`src/rtl/core/dltaq_pkg.sv`:
```
`timescale 1ns / 1ps
// ----------------------------------------------------------------------------
// dltaq_pkg
// Shared widths, register indexes, mode codes and types of the dual-level
// threshold alarm qualifier.
// ----------------------------------------------------------------------------
package dltaq_pkg;

  localparam int SAMPLE_BITS = 16;   // sample width, unsigned Q12.4 at 16
  localparam int LIMIT_BITS  = 16;   // limit and split registers, Q12.4
  localparam int RUN_BITS    = 16;   // persistence run counters
  localparam int PERSIST_BITS = 16;
  localparam int CFG_DATA_BITS = 16;
  localparam int CFG_IDX_BITS  = 3;

  // compare widths wide enough for both operands
  localparam int CMP_BITS = (SAMPLE_BITS > LIMIT_BITS) ? SAMPLE_BITS : LIMIT_BITS;
  localparam int CNT_BITS = (RUN_BITS > PERSIST_BITS) ? RUN_BITS : PERSIST_BITS;

  // register indexes
  localparam logic [CFG_IDX_BITS-1:0] REG_MONITOR_MODE   = 3'd0;
  localparam logic [CFG_IDX_BITS-1:0] REG_INCLUSIVE      = 3'd1;
  localparam logic [CFG_IDX_BITS-1:0] REG_BAND_SPLIT     = 3'd2;
  localparam logic [CFG_IDX_BITS-1:0] REG_WARN_LOW       = 3'd3;
  localparam logic [CFG_IDX_BITS-1:0] REG_ALARM_LOW      = 3'd4;
  localparam logic [CFG_IDX_BITS-1:0] REG_WARN_HIGH      = 3'd5;
  localparam logic [CFG_IDX_BITS-1:0] REG_ALARM_HIGH     = 3'd6;
  localparam logic [CFG_IDX_BITS-1:0] REG_PERSIST_COUNT  = 3'd7;

  // monitor modes; the unused code behaves as banded
  localparam logic [1:0] MODE_LOW    = 2'd0;
  localparam logic [1:0] MODE_HIGH   = 2'd1;
  localparam logic [1:0] MODE_BANDED = 2'd2;

  // reset values
  localparam logic [1:0]              RST_MODE       = MODE_BANDED;
  localparam logic [LIMIT_BITS-1:0]   RST_BAND_SPLIT = 16'd1152;  // 72.0
  localparam logic [LIMIT_BITS-1:0]   RST_LOW_LIMIT  = 16'd0;
  localparam logic [LIMIT_BITS-1:0]   RST_HIGH_LIMIT = 16'hFFFF;
  localparam logic [PERSIST_BITS-1:0] RST_PERSIST    = 16'd10;

  typedef logic [SAMPLE_BITS-1:0]  sample_t;
  typedef logic [LIMIT_BITS-1:0]   limit_t;
  typedef logic [RUN_BITS-1:0]     run_t;
  typedef logic [PERSIST_BITS-1:0] persist_t;

  typedef struct packed {
    logic warn;
    logic alarm;
  } side_flags_t;

  typedef struct packed {
    run_t        warn_run;
    run_t        alarm_run;
    side_flags_t flags;
  } side_state_t;

endpackage

```
`src/rtl/core/dual_level_threshold_alarm_qualifier_top.sv`:
```
`timescale 1ns / 1ps
// ----------------------------------------------------------------------------
// dual_level_threshold_alarm_qualifier_top
// Low/high warning and alarm qualifier with persistence counting on a
// stream of Q12.4 sensor samples.
// ----------------------------------------------------------------------------
//  channel  | signals                                   | handshake
//  ---------+-------------------------------------------+-----------------
//  in       | in_sample_value                           | in_valid/in_ready
//  out      | out_low_warning, out_low_alarm,           | out_valid/out_ready
//           | out_high_warning, out_high_alarm          |
//  cfg      | cfg_index, cfg_wdata                      | cfg_we, no wait
//
// One beat per cycle while in_ready is high; each result appears in the cycle
// after its sample beat, from the single compare-and-count step on the run
// counters, which closes within the accepting cycle.
// in_ready is high when the output register is empty or being drained.
// Reset (sync, rst_n low) clears counters and flags and loads register defaults.
// ----------------------------------------------------------------------------
module dual_level_threshold_alarm_qualifier_top (
  input  logic                                   clk,
  input  logic                                   rst_n,
  input  logic                                   in_valid,
  output logic                                   in_ready,
  input  dltaq_pkg::sample_t                     in_sample_value,
  output logic                                   out_valid,
  input  logic                                   out_ready,
  output logic                                   out_low_warning,
  output logic                                   out_low_alarm,
  output logic                                   out_high_warning,
  output logic                                   out_high_alarm,
  input  logic                                   cfg_we,
  input  logic [dltaq_pkg::CFG_IDX_BITS-1:0]     cfg_index,
  input  logic [dltaq_pkg::CFG_DATA_BITS-1:0]    cfg_wdata
);
  import dltaq_pkg::*;

  // configuration
  logic [1:0]  monitor_mode_r;
  logic        inclusive_r;
  limit_t      band_split_r;
  limit_t      warn_low_r;
  limit_t      alarm_low_r;
  limit_t      warn_high_r;
  limit_t      alarm_high_r;
  persist_t    persist_r;

  // per-side state
  side_state_t low_r;
  side_state_t high_r;
  side_state_t low_nxt;
  side_state_t high_nxt;

  logic        out_valid_r;
  side_flags_t out_low_r;
  side_flags_t out_high_r;

  logic        accept;
  logic        use_high;

  always_ff @(posedge clk) begin
    if (!rst_n) begin
      monitor_mode_r <= RST_MODE;
      inclusive_r    <= 1'b0;
      band_split_r   <= RST_BAND_SPLIT;
      warn_low_r     <= RST_LOW_LIMIT;
      alarm_low_r    <= RST_LOW_LIMIT;
      warn_high_r    <= RST_HIGH_LIMIT;
      alarm_high_r   <= RST_HIGH_LIMIT;
      persist_r      <= RST_PERSIST;
    end else if (cfg_we) begin
      unique case (cfg_index)
        REG_MONITOR_MODE:  monitor_mode_r <= cfg_wdata[1:0];
        REG_INCLUSIVE:     inclusive_r    <= cfg_wdata[0];
        REG_BAND_SPLIT:    band_split_r   <= cfg_wdata[LIMIT_BITS-1:0];
        REG_WARN_LOW:      warn_low_r     <= cfg_wdata[LIMIT_BITS-1:0];
        REG_ALARM_LOW:     alarm_low_r    <= cfg_wdata[LIMIT_BITS-1:0];
        REG_WARN_HIGH:     warn_high_r    <= cfg_wdata[LIMIT_BITS-1:0];
        REG_ALARM_HIGH:    alarm_high_r   <= cfg_wdata[LIMIT_BITS-1:0];
        REG_PERSIST_COUNT: persist_r      <= cfg_wdata[PERSIST_BITS-1:0];
        default: ;
      endcase
    end
  end

  assign in_ready = !out_valid_r || out_ready;
  assign accept   = in_valid && in_ready;

  always_comb begin
    case (monitor_mode_r)
      MODE_LOW:  use_high = 1'b0;
      MODE_HIGH: use_high = 1'b1;
      default:   use_high = CMP_BITS'(in_sample_value) > CMP_BITS'(band_split_r);
    endcase
  end

  dltaq_side u_low (
    .high_side   (1'b0),
    .inclusive   (inclusive_r),
    .sample      (in_sample_value),
    .warn_limit  (warn_low_r),
    .alarm_limit (alarm_low_r),
    .persist     (persist_r),
    .cur         (low_r),
    .nxt         (low_nxt)
  );

  dltaq_side u_high (
    .high_side   (1'b1),
    .inclusive   (inclusive_r),
    .sample      (in_sample_value),
    .warn_limit  (warn_high_r),
    .alarm_limit (alarm_high_r),
    .persist     (persist_r),
    .cur         (high_r),
    .nxt         (high_nxt)
  );

  // the side not evaluated drops its flags and keeps its run counters
  always_ff @(posedge clk) begin
    if (!rst_n) begin
      low_r       <= '0;
      high_r      <= '0;
      out_valid_r <= 1'b0;
    end else begin
      if (accept) begin
        if (use_high) begin
          high_r       <= high_nxt;
          low_r.flags  <= '0;
        end else begin
          low_r        <= low_nxt;
          high_r.flags <= '0;
        end
        out_valid_r <= 1'b1;
      end else if (out_ready) begin
        out_valid_r <= 1'b0;
      end
    end
  end

  always_ff @(posedge clk) begin
    if (accept) begin
      out_low_r  <= use_high ? side_flags_t'('0) : low_nxt.flags;
      out_high_r <= use_high ? high_nxt.flags : side_flags_t'('0);
    end
  end

  assign out_valid        = out_valid_r;
  assign out_low_warning  = out_low_r.warn;
  assign out_low_alarm    = out_low_r.alarm;
  assign out_high_warning = out_high_r.warn;
  assign out_high_alarm   = out_high_r.alarm;

`ifndef SYNTHESIS
  // only one side can report at a time
  a_one_side: assert property (@(posedge clk) disable iff (!rst_n)
    out_valid_r |-> !((out_low_r.warn || out_low_r.alarm) &&
                      (out_high_r.warn || out_high_r.alarm)))
    else $error("both sides flagged in one result");

  // output beat always follows an accepted sample
  a_accept_fills: assert property (@(posedge clk) disable iff (!rst_n)
    accept |=> out_valid_r)
    else $error("accepted sample produced no result");

  // low-only mode never raises high flags
  a_low_mode: assert property (@(posedge clk) disable iff (!rst_n)
    (accept && monitor_mode_r == MODE_LOW) |=>
      (!out_high_r.warn && !out_high_r.alarm))
    else $error("high flag in low-only mode");

  // result flags mirror the stored flag state
  a_flags_match: assert property (@(posedge clk) disable iff (!rst_n)
    accept |=> (out_low_r == low_r.flags) && (out_high_r == high_r.flags))
    else $error("result flags differ from state");
`endif

endmodule

```
`src/rtl/core/dltaq_side.sv`:
```
`timescale 1ns / 1ps
// ----------------------------------------------------------------------------
// dltaq_side
// Next-state logic of one side: warning level then alarm level, each with a
// persistence run counter. Purely combinational.
// ----------------------------------------------------------------------------
module dltaq_side (
  input  logic                   high_side,   // 1: trigger above, 0: below
  input  logic                   inclusive,
  input  dltaq_pkg::sample_t     sample,
  input  dltaq_pkg::limit_t      warn_limit,
  input  dltaq_pkg::limit_t      alarm_limit,
  input  dltaq_pkg::persist_t    persist,
  input  dltaq_pkg::side_state_t cur,
  output dltaq_pkg::side_state_t nxt
);
  import dltaq_pkg::*;

  logic [CMP_BITS-1:0] s_ext;
  logic [CMP_BITS-1:0] wl_ext;
  logic [CMP_BITS-1:0] al_ext;
  logic                warn_trig;
  logic                alarm_trig;
  run_t                warn_inc;
  run_t                alarm_inc;
  logic                warn_set;
  logic                alarm_set;

  function automatic logic passes(input logic [CMP_BITS-1:0] s,
                                  input logic [CMP_BITS-1:0] lim,
                                  input logic hi, input logic incl);
    if (hi) begin
      return incl ? (s >= lim) : (s > lim);
    end else begin
      return incl ? (s <= lim) : (s < lim);
    end
  endfunction

  function automatic run_t sat_inc(input run_t r);
    return (r != {RUN_BITS{1'b1}}) ? r + 1'b1 : r;
  endfunction

  function automatic logic exceeds(input run_t r, input persist_t p);
    return CNT_BITS'(r) > CNT_BITS'(p);
  endfunction

  assign s_ext  = CMP_BITS'(sample);
  assign wl_ext = CMP_BITS'(warn_limit);
  assign al_ext = CMP_BITS'(alarm_limit);

  assign warn_trig  = passes(s_ext, wl_ext, high_side, inclusive);
  assign alarm_trig = passes(s_ext, al_ext, high_side, inclusive);

  assign warn_inc  = sat_inc(cur.warn_run);
  assign alarm_inc = sat_inc(cur.alarm_run);

  assign warn_set  = warn_trig  && exceeds(warn_inc, persist);
  assign alarm_set = alarm_trig && exceeds(alarm_inc, persist);

  always_comb begin
    nxt.warn_run  = (!warn_trig || warn_set) ? '0 : warn_inc;
    nxt.alarm_run = (!alarm_trig || alarm_set) ? '0 : alarm_inc;
    nxt.flags.alarm = alarm_trig && (cur.flags.alarm || alarm_set);
    // a fresh alarm knocks down the warning of its side
    nxt.flags.warn  = warn_trig && (cur.flags.warn || warn_set) && !alarm_set;
  end

endmodule
```
`config.mk`:
```
export PLATFORM = sky130hd
export DESIGN_NAME = dual_level_threshold_alarm_qualifier_top
export DESIGN_NICKNAME = d
export VERILOG_FILES = /design/src/rtl/core/dltaq_pkg.sv /design/src/rtl/core/dual_level_threshold_alarm_qualifier_top.sv /design/src/rtl/core/dltaq_side.sv
export SDC_FILE = /design/constraint.sdc
export NUM_CORES = 1
export LEC_CHECK = 0
export BUFFER_PORTS_ARGS = -buffer_cell sky130_fd_sc_hd__buf_2
export CORE_MARGIN = 5
export CORE_UTILIZATION = 65
export DETAILED_ROUTE_END_ITERATION = 7
export GPL_ROUTABILITY_DRIVEN = 0
export HOLD_SLACK_MARGIN = 0.05
export PLACE_DENSITY = 0.9
export SLEW_MARGIN = 20
export SYNTH_ARGS = -nofsm -noshare
export SYNTH_HDL_FRONTEND = slang
export SYNTH_HIERARCHICAL = 1
export SYNTH_SLANG_ARGS = --single-unit
```
`constraint.sdc`:
```
create_clock -name clk -period 8.4 [get_ports clk]
set_input_delay 0.42 -clock clk [delete_from_list [all_inputs] [get_ports clk]]
set_output_delay 0.42 -clock clk [all_outputs]
set_load 0.005 [all_outputs]
```
==> flow_summary_export.csv <==
group,metric,value,unit
run_status,status,"finished clean",
sta,min_period_over_period,0.473,
run,drv.max_cap_violation_count,0,
worst_hold_path,holdCritPathClass,"in -> reg",
yosys,synth_seq_area_share,0.287,
sta,hold_violations,0,
global_routing,global_route_wire_length_before_repair,51.9,mm
critical_path,startpoint_type,"flop",
yosys,top_cell_type_s_share_of_synthesized_area,0.277,
global_routing,grt_start_max_net_pins,120,
placed_design,place.port_buffers,45,
die,floorplan.die_area,21500,sq um
yosys,synth_top_flop_cell,"sky130_fd_sc_hd__dfxtp_1",
sta,unrepaired_setup_endpoints_after_global_routing,"no",
routing,via_count_normalized_by_instance_count,6.14,
yosys,synth-edff-count,4,
critical_path,worstRegToRegCells,15,
cells_and_area,finalNetCount,1757,
global_routing,grt.total_usage,0.291,
yosys,asyncSetResetFlopFracSynth,0,
die,floorplan.initialDensity,0.655,
sta,shortest_clock_period_the_worst_path_allows_after_layout,3970,ps
cts,tritoncts_num_sinks,172,
cells_and_area,area_delta_synth_final,7.69,%
yosys,synth_instances,1555,
cells_and_area,fin_util,0.706,
sta,max_slew_violation_total_from_the_final_report,0,
cts,h_tree_depth_reported_by_cts,4,
worst_hold_path,endpoint_worst_hold,"out_valid$_SDFFE_PN0P_",
die,chipWidth,147,um
worst_hold_path,worst_hold_startpoint,"in_valid",
critical_path,worst_ep_required_time,8780,ps
yosys,synth.avg_cell_area,7.80,sq um
routing,final_antenna_net_count,0,
critical_path,critical_path_fanout_max,16,
sta,clock.fmax,252,MHz
global_routing,first_global_vias,11072,
cts,hold_fix_buffers_at_cts,0,
critical_path,reg2reg_slack,4430,ps
cts,cts_resized,0,
critical_path,cp_data_arrival_time,4350,ps
cts,cts-buffers-inserted,17,
critical_path,endpoint_kind_of_the_worst_setup_timing_path,"flop",
routing,finalWirelength,31.4,mm
cells_and_area,fill_cells,1354,
routing,detailedRoute.firstIterationViolations,695,
routing,dr_total_vias,11152,
sta,holdWs,221,ps
cts,clockRootBuffer,"sky130_fd_sc_hd__clkbuf_16",
die,die_height,147,um
placed_design,dp_hpwl,22.3,mm
cells_and_area,multiInputGateArea,7870,sq um
routing,post-route-drc-count,0,
sta,finalClockSkew,15.7,ps
cts,worstSkewPairLatency,460,ps
cts,clock_tree.buffer_depth,2,
sta,tightestPinTransition,1070,ps
cells_and_area,antenna_cells,0,
pwr,cellLeakagePower,5.76,nW
critical_path,r2r_end,"high_r[19]$_SDFFE_PN0P_",
die,num_io_pins,46,
critical_path,worstSetupPathType,"reg -> reg",
die,row_count,50,
cells_and_area,post_route_cells_drive_above_1_share,0.0752,
cts,post-cts-setup-buffer-count,0,
yosys,yosys.cell_types.count,66,
yosys,number_of_storage_elements_in_the_synthesis_netlist,172,
yosys,mappedNetlistArea,12100,sq um
sta,finalSetupViolations,0,
yosys,synth_top_cells_by_area,"sky130_fd_sc_hd__dfxtp_1 28%, sky130_fd_sc_hd__ha_1 15%, sky130_fd_sc_hd__nand2_1 12%",
pwr,vdd_ir_drop_max,0.000148,V
worst_hold_path,worstHoldPathCells,3,
cells_and_area,regArea,3480,sq um
critical_path,regToRegStartpoint,"high_r[22]$_SDFFE_PN0P_",
global_routing,overall_overflow_remaining_after_global_route,0,
yosys,yosysTopAreaCell,"sky130_fd_sc_hd__dfxtp_1",
cts,cts_tree,"built",
sta,timing.slew.headroom,0.284,
cts,cts.reportedPaths.clkPinSlew,80,ps
routing,number_of_iterations_in_the_first_detailed_routing_pass,5,
routing,drt-wirelength-per-cell,17.3,um
placed_design,pre_cts_ws,4570,ps
pwr,power.density,144,nW/um^2
global_routing,antenna_found_initial,1,
die,core-area,18500,sq um
yosys,ys.warnings.count,6,
sta,setup-tns-final,0,ps
sta,layout_setup_ws,4430,ps
## per-layer routing
layer  wire [um]  GRT usage  vias to the layer above
met5           8          0                        -
met4        1290      0.145                        2
met3        2300     0.0798                      111
met2       14700      0.484                      439
met1       13100      0.346                     5242
li1            -          -                     5358
## cell usage in the layout, fill, tap and decap left out, types with 14 or more instances in the layout
cell type | netlist | layout
sky130_fd_sc_hd__a211oi_1 | 14 | 14
sky130_fd_sc_hd__a21boi_0 | 65 | 65
sky130_fd_sc_hd__a21o_1 | 15 | 15
sky130_fd_sc_hd__a21oi_1 | 51 | 51
sky130_fd_sc_hd__and3_1 | 31 | 31
sky130_fd_sc_hd__buf_2 | 7 | 44
sky130_fd_sc_hd__clkbuf_16 | 0 | 17
sky130_fd_sc_hd__dfxtp_1 | 168 | 168
sky130_fd_sc_hd__ha_1 | 148 | 148
sky130_fd_sc_hd__inv_1 | 144 | 144
sky130_fd_sc_hd__mux2i_1 | 71 | 71
sky130_fd_sc_hd__nand2_1 | 374 | 374
sky130_fd_sc_hd__nand3_1 | 75 | 75
sky130_fd_sc_hd__nand4_1 | 49 | 49
sky130_fd_sc_hd__nor2_1 | 37 | 33
sky130_fd_sc_hd__nor2b_1 | 16 | 16
sky130_fd_sc_hd__nor3_1 | 44 | 43
sky130_fd_sc_hd__nor3b_1 | 24 | 24
sky130_fd_sc_hd__xnor2_1 | 20 | 20
sky130_fd_sc_hd__xor2_1 | 23 | 23
## flip-flops by register name, summed over array words and instances, names as in the netlist
| signal | count |
|---|---|
| out_high_warning | 1 |
| warn_high_r | 16 |
| monitor_mode_r | 2 |
| out_low_alarm | 1 |
| alarm_high_r | 16 |
| high_r | 34 |
| inclusive_r | 1 |
| warn_low_r | 16 |
| low_r | 34 |
| alarm_low_r | 16 |
| out_low_warning | 1 |
| band_split_r | 16 |
| persist_r | 16 |
| out_high_alarm | 1 |
| out_valid | 1 |
## power by group
part           internal [mW]  switching [mW]  leakage, nW
clock                  0.408           0.411        0.299
sequential             0.833          0.0106         1.40
combinational         0.0789           0.146         4.06
total                   1.32           0.568         5.76
## area by class of cell
class                           count  share of cell area
Inverter                          144              0.0414
Multi-Input combinational cell   1183               0.602
Tap cell                          234              0.0224
Clock inverter                     15              0.0143
Timing Repair Buffer               51              0.0212
Sequential cell                   172               0.267
Clock buffer                       17              0.0325
## cells in the mapped netlist, types with 4 or more instances
library cell	instances
sky130_fd_sc_hd__o21ai_0	9
sky130_fd_sc_hd__inv_1	144
sky130_fd_sc_hd__ha_1	148
sky130_fd_sc_hd__clkbuf_1	47
sky130_fd_sc_hd__mux2_2	10
sky130_fd_sc_hd__and2_1	8
sky130_fd_sc_hd__o211ai_1	10
sky130_fd_sc_hd__or2_2	4
sky130_fd_sc_hd__nand2_1	374
sky130_fd_sc_hd__xor2_1	23
sky130_fd_sc_hd__nor2b_1	16
sky130_fd_sc_hd__nor4_1	8
sky130_fd_sc_hd__nor2_1	37
sky130_fd_sc_hd__dfxtp_1	168
sky130_fd_sc_hd__o31ai_1	4
sky130_fd_sc_hd__mux2i_1	71
sky130_fd_sc_hd__a21oi_1	51
sky130_fd_sc_hd__nor3b_1	24
sky130_fd_sc_hd__nand4_1	49
sky130_fd_sc_hd__a21boi_0	65
sky130_fd_sc_hd__or3_1	7
sky130_fd_sc_hd__nor3_1	44
sky130_fd_sc_hd__nand2b_1	7
sky130_fd_sc_hd__xnor2_1	20
sky130_fd_sc_hd__nand3_1	75
sky130_fd_sc_hd__o21a_1	6
sky130_fd_sc_hd__a211oi_1	14
sky130_fd_sc_hd__and4_1	5
sky130_fd_sc_hd__and3_1	31
sky130_fd_sc_hd__buf_2	7
sky130_fd_sc_hd__edfxtp_1	4
sky130_fd_sc_hd__a21o_1	15
## critical path, cell delays in order, from the launching register on
cell and delay, ps:
sky130_fd_sc_hd__dfxtp_1 430, sky130_fd_sc_hd__nand4_1 200, sky130_fd_sc_hd__or3_4 440, sky130_fd_sc_hd__nor3_1 490
sky130_fd_sc_hd__nor4b_1 150, sky130_fd_sc_hd__xnor2_1 210, sky130_fd_sc_hd__inv_1 80, sky130_fd_sc_hd__ha_1 330
sky130_fd_sc_hd__nand4_1 160, sky130_fd_sc_hd__nor4_1 460, sky130_fd_sc_hd__or3_1 200, sky130_fd_sc_hd__o22ai_1 70
sky130_fd_sc_hd__buf_4 220, sky130_fd_sc_hd__a211oi_1 220, sky130_fd_sc_hd__nand2_1 90, sky130_fd_sc_hd__mux2i_1 150
## metrics by stage
step	cell area, sq um	power [mW]	std cells
after CTS	13100	1.89	1816
after detailed placement	12400	1.08	1784
final	13100	1.89	1816
after global placement	12400	1.07	1784
after floorplan	12200	1.01	1560
after global routing	13100	1.96	1816
## worst max-delay path by stage
stage	startpoint	slack, ps	to
floorplan	high_r[22]$_SDFFE_PN0P_	4830	high_r[18]$_SDFFE_PN0P_
global placement	high_r[22]$_SDFFE_PN0P_	4750	high_r[31]$_SDFFE_PN0P_
detailed placement	high_r[22]$_SDFFE_PN0P_	4570	high_r[31]$_SDFFE_PN0P_
CTS	high_r[22]$_SDFFE_PN0P_	4450	high_r[19]$_SDFFE_PN0P_
global route	high_r[22]$_SDFFE_PN0P_	4080	high_r[31]$_SDFFE_PN0P_
finish	high_r[22]$_SDFFE_PN0P_	4430	high_r[19]$_SDFFE_PN0P_
## cells by family after synthesis
kind of cell | count (synthesis) | share of synthesized area
buf+inv | 205 | 0.0688
mux | 81 | 0.0678
xor+xnor | 44 | 0.0324
compound gates | 200 | 0.116
flops | 172 | 0.287
other cells | 2 | 0.000619
fa+ha+maj | 148 | 0.153
simple gates | 703 | 0.275
Power figures use the tool's default switching activity.
